## config.mk

```make
export PLATFORM = sky130hd
export DESIGN_NAME = tdi_queue
export DESIGN_NICKNAME = d
export VERILOG_FILES = /design/src/hdl/tdi_pkg.sv /design/src/hdl/tdi_queue.sv
export SDC_FILE = /design/constraint.sdc
export NUM_CORES = 1
export LEC_CHECK = 0
export ABC_CLOCK_PERIOD_IN_PS = 2300
export BUFFER_PORTS_ARGS = -buffer_cell sky130_fd_sc_hd__buf_2
export CAP_MARGIN = 10
export CELL_PAD_IN_SITES_DETAIL_PLACEMENT = 1
export CELL_PAD_IN_SITES_GLOBAL_PLACEMENT = 2
export CORE_MARGIN = 2
export CORE_UTILIZATION = 25
export DETAILED_ROUTE_END_ITERATION = 10
export GPL_ROUTABILITY_DRIVEN = 0
export PLACE_DENSITY = 0.64
export SLEW_MARGIN = 15
export SYNTH_ARGS = -nofsm -noshare
export SYNTH_HDL_FRONTEND = slang
export SYNTH_SLANG_ARGS = --single-unit
```

## constraint.sdc

```tcl
create_clock -name clock -period 2.3 [get_ports clock]
set_input_delay 0.345 -clock clock [delete_from_list [all_inputs] [get_ports clock]]
set_output_delay 0.345 -clock clock [all_outputs]
set_load 0.01 [all_outputs]
```

## src/hdl/tdi_pkg.sv

```systemverilog
// shared types and constants of the trie dictionary block
package tdi_pkg;

   // default pool and alphabet sizes
   localparam int NODE_COUNT_DEF    = 1024;
   localparam int ALPHABET_SIZE_DEF = 26;

   // fixed field widths
   localparam int LETTER_W = 5;
   localparam int LIMIT_W  = 9;

   // word commands
   localparam logic CMD_INSERT = 1'b0;
   localparam logic CMD_SEARCH = 1'b1;

   // one classified letter transaction
   typedef struct packed {
      logic                command;
      logic [LETTER_W-1:0] letter;
      logic                letter_ok;
      logic                last;
   } item_type;

   // head of the queue as seen by the back end
   typedef struct packed {
      logic     valid;
      item_type item;
   } head_type;

endpackage

```

## src/hdl/tdi_queue.sv

```systemverilog
// two-entry queue between the front and back ends
module tdi_queue (
   input  logic              clock,
   input  logic              reset,
   input  logic              push,
   input  tdi_pkg::item_type push_item,
   input  logic              pop,
   output tdi_pkg::head_type head,
   output logic              full
);
   import tdi_pkg::*;

   item_type   entry_ff [2];
   logic       wr_ptr_ff;
   logic       wr_ptr_in;
   logic       rd_ptr_ff;
   logic       rd_ptr_in;
   logic [1:0] count_ff;
   logic [1:0] count_in;
   logic       do_pop;

   assign do_pop = pop && (count_ff != 2'd0);

   // pointer and fill bookkeeping
   always_comb begin
      wr_ptr_in = wr_ptr_ff;
      rd_ptr_in = rd_ptr_ff;
      count_in  = count_ff;
      if (push) begin
         wr_ptr_in = !wr_ptr_ff;
      end
      if (do_pop) begin
         rd_ptr_in = !rd_ptr_ff;
      end
      if (push && !do_pop) begin
         count_in = count_ff + 2'd1;
      end else if (do_pop && !push) begin
         count_in = count_ff - 2'd1;
      end
   end

   always_ff @(posedge clock) begin
      if (reset) begin
         wr_ptr_ff <= 1'b0;
         rd_ptr_ff <= 1'b0;
         count_ff  <= 2'd0;
      end else begin
         wr_ptr_ff <= wr_ptr_in;
         rd_ptr_ff <= rd_ptr_in;
         count_ff  <= count_in;
      end
   end

   // entry storage
   always_ff @(posedge clock) begin
      if (push) begin
         entry_ff[wr_ptr_ff] <= push_item;
      end
   end

   assign head.valid = count_ff != 2'd0;
   assign head.item  = entry_ff[rd_ptr_ff];
   assign full       = count_ff == 2'd2;

endmodule

```

==> flow_summary.yaml, run 1 <==
grt:
  grt_pass1_vias: 470
  grt_first_pass_wirelength_mm: 2.118
  grt_max_degree: 14
  antenna_found_initial: 0
  gr-total-overflow: 0
  track_usage_pct: 8.251
detailed_routing:
  drt_iter0_drc: 8
  via_per_inst: 3.784
  via_count: 439
  avgRoutedWirePerCell_um: 11.34
  drtAntennaViolNets: 0
  wl_mm: 1.315
  drc_errors: 0
  drt_pre_antenna_iters: 2
layout:
  fillers: 321
  drive_above_1_share_pct: 50.00
  n_antenna_cell: 0
  final_nets: 86
  area_delta_synth_final_pct: 24.48
clocking:
  cts_root_buf: "clkbuf_4"
  cts_tree: "built"
  clock-sinks: 21
  clock_latency_ns: 0.30
  cts_setup_buffers: 0
  numCtsBuffers: 3
  clk_pin_slew_ns: 0.12
  postCtsHoldBufs: 0
  cts_htree_levels: 1
  cts_resized: 0
  clock_tree.buffer_depth: 2
yosys:
  ys_ff_latch: 21
  ys.flop_type: "edfxtp_1"
  synth_cell_types: 15
  synth_nets: 60
  yosysSeqAreaShare_pct: 73.77
  syn_inst: 47
  yosysMostFrequentCell: "edfxtp_1"
  yosys.area.top_type_share_pct: 61.05
  ys_top_cells_by_area: "edfxtp_1, dfxtp_1, mux2_2"
  synth_area_um2: 787.0
  yosysTopAreaCell: "edfxtp_1"
  yosysWarnings: 0
  yosys-top-cells-count: "edfxtp_1, mux2_2, dfxtp_1"
  synth_edf_count: 16
  synth.avg_cell_area_um2: 16.74
  async_flop_share_pct: 0
sta:
  max_freq_ghz: 0.5836
  tightest_slew_ns: 0.4923
  fin_crit_sh_pct: 74.50
  skew_ns: 0.005538
  drv_slew: 0
  hold_viol_final: 0
  relSlewSlack_pct: 67.11
  setup-violations-final: 0
  rsz0062_at_grt: "no"
  fin_setup_tns_ns: 0
  min_period_ns: 1.714
  whs_ns: 0.2215
critical_path:
  crit_chain: "mux2_2 -> buf_2"
  critPathMaxStageDelay_ns: 0.55
  end_kind: "output port"
  critPathKind: "flip-flop to output port"
  slowest_stage: "dfxtp_1"
  critPathTopFamily: "flip-flops"
  critPathBufInv: 1
  arrival_ns: 1.37
  startpoint_type: "flip-flop"
  crit_required_ns: 1.96
  cp_max_fo: 8
die:
  die_x_um: 60.11
  die_area_um2: 3613
  io_pins: 22
  core-area_um2: 3028
  rows: 20
  die_y_um: 60.11
  start_util_pct: 25.99
run:
  maxCapViolCount: 0
power:
  p_per_area_nw_per_um2: 981.2
  peakVddDrop_mv: 0.3396
  p_leak_uw: 0.0003763
placement:
  dp_hpwl_um: 978.1
  numPortBuffers: 21
run_status:
  status: "finished, final reports clean"
hold_path:
  hp-class: "primary input to flip-flop"
==> stage by stage <==
stage / total power (uW) / cell area (um2) / worst slack (ns) / utilization [%] / cells
CTS: 979.2 / 979.7 / 0.5441 / 32.36 / 116
finish: 961.2 / 979.7 / 0.5864 / 32.36 / 116
global route: 1036 / 979.7 / 0.4785 / 32.36 / 116
global placement: 789.0 / 949.7 / 0.8159 / 31.36 / 112
detailed placement: 791.9 / 949.7 / 0.7584 / 31.36 / 112
floorplan: 697.1 / 787.0 / 0.8644 / - / 47
==> placed cells by master, fill, tap and decap left out, drive strengths merged <==
cell type	n
a21oi	1
and2	1
and2b	1
buf	22
clkbuf	3
clkinvlp	1
dfxtp	5
edfxtp	16
ha	1
mux2	8
nor2	4
nor2b	1
o21ai	2
or2	1
or3	1
xnor2	1
xor2	3
==> flip-flops by register name (all words and copies together) (netlist names), named ones only <==
name       count
count_ff       2
wr_ptr_ff      1
entry_ff      16
rd_ptr_ff      1
==> layout make-up <==
cell class                      instances  area, um2  area share, %
Sequential cell                        21      580.6          59.26
Clock buffer                            3      22.52          2.299
Clock inverter                          1      7.507         0.7663
Tap cell                               44      55.05          5.619
Timing Repair Buffer                   22      112.6          11.49
Multi-Input combinational cell         25      201.4          20.56
==> cells by family (layout without fill, tap and decap cells) <==
logic type	Yosys count	count (layout)	synth area share, %
adders and majority gates	1	1	1.590
muxes	8	8	11.45
and+or+nand+nor	9	9	6.202
buffers and inverters	1	26	0.6353
DFF	21	21	73.77
AOI/OAI and AO/OA	3	3	1.907
xor gates and xnor gates	4	4	4.452
==> per-layer routing <==
layer,vias to the layer above,GRT usage [%],part of all wire [%]
li1,219,-,-
met4,0,3.810,0
met3,0,2.597,5.1
met2,15,12.73,48
met1,205,10.46,47
met5,-,0,0
==> worst paths after layout <==
path                            slack (ns)                startpoint  cells after the start                        to
worst max-delay path                  0.59                 flip-flop                      2                   head[6]
worst min-delay path                  0.22              push_item[0]                      1  entry_ff[1][0]$_DFFE_PP_
worst max register to register        0.74  count_ff[0]$_SDFFE_PP0P_                      4  count_ff[1]$_SDFFE_PP0P_
worst min register to register        0.53    rd_ptr_ff$_SDFFE_PP0P_                      2    rd_ptr_ff$_SDFFE_PP0P_
==> where the power goes <==
part / internal (uW) / switching, uW / leakage (uW)
combinational: 147 / 124 / 0.000171
sequential: 462 / 48.7 / 0.000192
clock: 66.2 / 113 / 0.0000139
(Power assumes the default switching activity.)
==> run 2: changes to the inputs <==
- ABC_CLOCK_PERIOD_IN_PS: 2300 -> 1600
- clock period: 2.3 -> 1.6 ns (I/O delays scaled with it)
==> flow_summary.yaml, run 2 (same netlist as run 1, synthesis figures left out) <==
placement:
  placed_area_um2: 964.7
  numPortBuffers: 21
  dp_hpwl_mm: 1.032
layout:
  fillers: 319
  mostFrequentLayoutCells: "buf_2, edfxtp_1, mux2_2"
  regMostFlops: "entry_ff"
  final_nets: 88
  mostFrequentLayoutCell: "buf_2"
  n_antenna_cell: 0
  drive_above_1_share_pct: 51.35
  area_delta_synth_final_pct: 26.07
  fin_area_um2: 992.2
  largest_registers: "entry_ff: 16 flops, count_ff: 2 flops"
  largest_register_ffs: 16
die:
  core-area_um2: 3028
  io_pins: 22
  die_x_um: 60.11
  start_util_pct: 25.99
  die_area_um2: 3613
  rows: 20
  die_y_um: 60.11
power:
  p_leak_uw: 0.0003871
  p_per_area_nw_per_um2: 1397
  peakVddDrop_mv: 0.5578
grt:
  grt_first_pass_wirelength_mm: 2.187
  grt_max_degree: 12
  grt_pass1_vias: 500
  track_usage_pct: 8.483
  antenna_found_initial: 0
  gr-total-overflow: 0
critical_path:
  crit_chain: "mux2_2 -> buf_2"
  critPathKind: "flip-flop to output port"
  critPathTopFamily: "flip-flops"
  rrSetupSlack_ns: 0.13
  startpoint_type: "flip-flop"
  end_kind: "output port"
  cp_max_fo: 8
  rr_startpoint: "count_ff[0]$_SDFFE_PP0P_"
  r2r_end: "count_ff[1]$_SDFFE_PP0P_"
  critPathBufInv: 1
  arrival_ns: 1.24
  slowest_stage: "dfxtp_2"
  critPathMaxStageDelay_ns: 0.46
  crit_required_ns: 1.36
  reg2regPathDepth: 4
detailed_routing:
  via_count: 442
  drt_iter0_drc: 3
  drc_errors: 0
  via_per_inst: 3.746
  drt_pre_antenna_iters: 2
  wl_mm: 1.319
  drtAntennaViolNets: 0
  avgRoutedWirePerCell_um: 11.18
clocking:
  clock-sinks: 21
  clock_latency_ns: 0.29
  cts_htree_levels: 1
  cts_root_buf: "clkbuf_4"
  cts_tree: "built"
  numCtsBuffers: 3
  postCtsHoldBufs: 0
  clk_pin_slew_ns: 0.11
  clock_tree.buffer_depth: 2
hold_path:
  hp-class: "primary input to flip-flop"
  whs_endpoint: "entry_ff[1][4]$_DFFE_PP_"
  hp-start: "push_item[4]"
  worstHoldPathCells: 1
run:
  maxCapViolCount: 0
run_status:
  status: "finished, final reports clean"
sta:
  rsz0062_at_grt: "no"
  max_freq_ghz: 0.6771
  setup-violations-final: 0
  relSlewSlack_pct: 74.25
  fin_crit_sh_pct: 92.31
  hold_viol_final: 0
  drv_slew: 0
  min_period_ns: 1.477
  tightest_slew_ns: 0.3862
  whs_ns: 0.1330
  skew_ns: 0.009301
  fin_setup_tns_ns: 0
-- run 2: changes by cell type in the layout (fill, tap and decap cells not counted) --
cell / change
buf_4: +2
dfxtp_1: -1
o21ai_0: -1
clkinvlp_4: -1
clkbuf_1: +1
dfxtp_2: +1
o21ai_1: +1
-- run 2: worst register-to-register path, delay by kind of cell, from the launching register on --
family	cells	cell delay, ns
AO/OA/AOI/OAI	2	0.27
adder cells (fa/ha/maj)	1	0.33
flip-flops	1	0.43
AND/OR/NAND/NOR	1	0.37
-- run 2: through the flow --
stage	power, uW	instances	worst slack, ns	utilization (%)
finish	1386	118	0.1230	32.77
global placement	1149	114	0.1773	31.86
detailed placement	1163	114	0.05880	31.86
floorplan	1002	47	0.1644	-
global route	1496	118	0.01909	32.77
CTS	1408	118	0.05866	32.77
-- run 2: metal layers --
layer	GRT usage, %	wire (um)	vias up
met1	9.543	578	203
met2	15.06	667	15
met3	2.597	74	0
met4	2.857	0	0
met5	0	0	-
li1	-	-	224
-- run 2: how the worst max path moves through the flow --
| stage | to | cells after the start |
|---|---|---|
| finish | head[3] | 2 |
| global route | head[1] | 2 |
| CTS | count_ff[1]$_SDFFE_PP0P_ | 4 |
| detailed placement | count_ff[1]$_SDFFE_PP0P_ | 4 |
| global placement | count_ff[1]$_SDFFE_PP0P_ | 4 |
| floorplan | count_ff[1]$_SDFFE_PP0P_ | 4 |
-- run 2: area by class of cell --
type | instances | area, um2 | area share (%)
sequential | 21 | 581.8 | 58.64
timing repair buffer | 24 | 127.6 | 12.86
tap | 44 | 55.05 | 5.549
clock buffer | 4 | 26.28 | 2.648
multi-input combinational | 25 | 201.4 | 20.30
-- run 2: repair_timing --
item,in CTS,in global routing
buffers inserted,0,0
cloned,0,0
pin swaps,0,0
resized for setup,1,1
setup endpoints to repair,8,1
-- run 2: power by group --
part | internal, uW | total (uW) | leakage (uW) | switching, uW
combinational | 227 | 402 | 0.000180 | 175
clock | 96.7 | 240 | 0.0000150 | 144
sequential | 667 | 744 | 0.000192 | 77.2
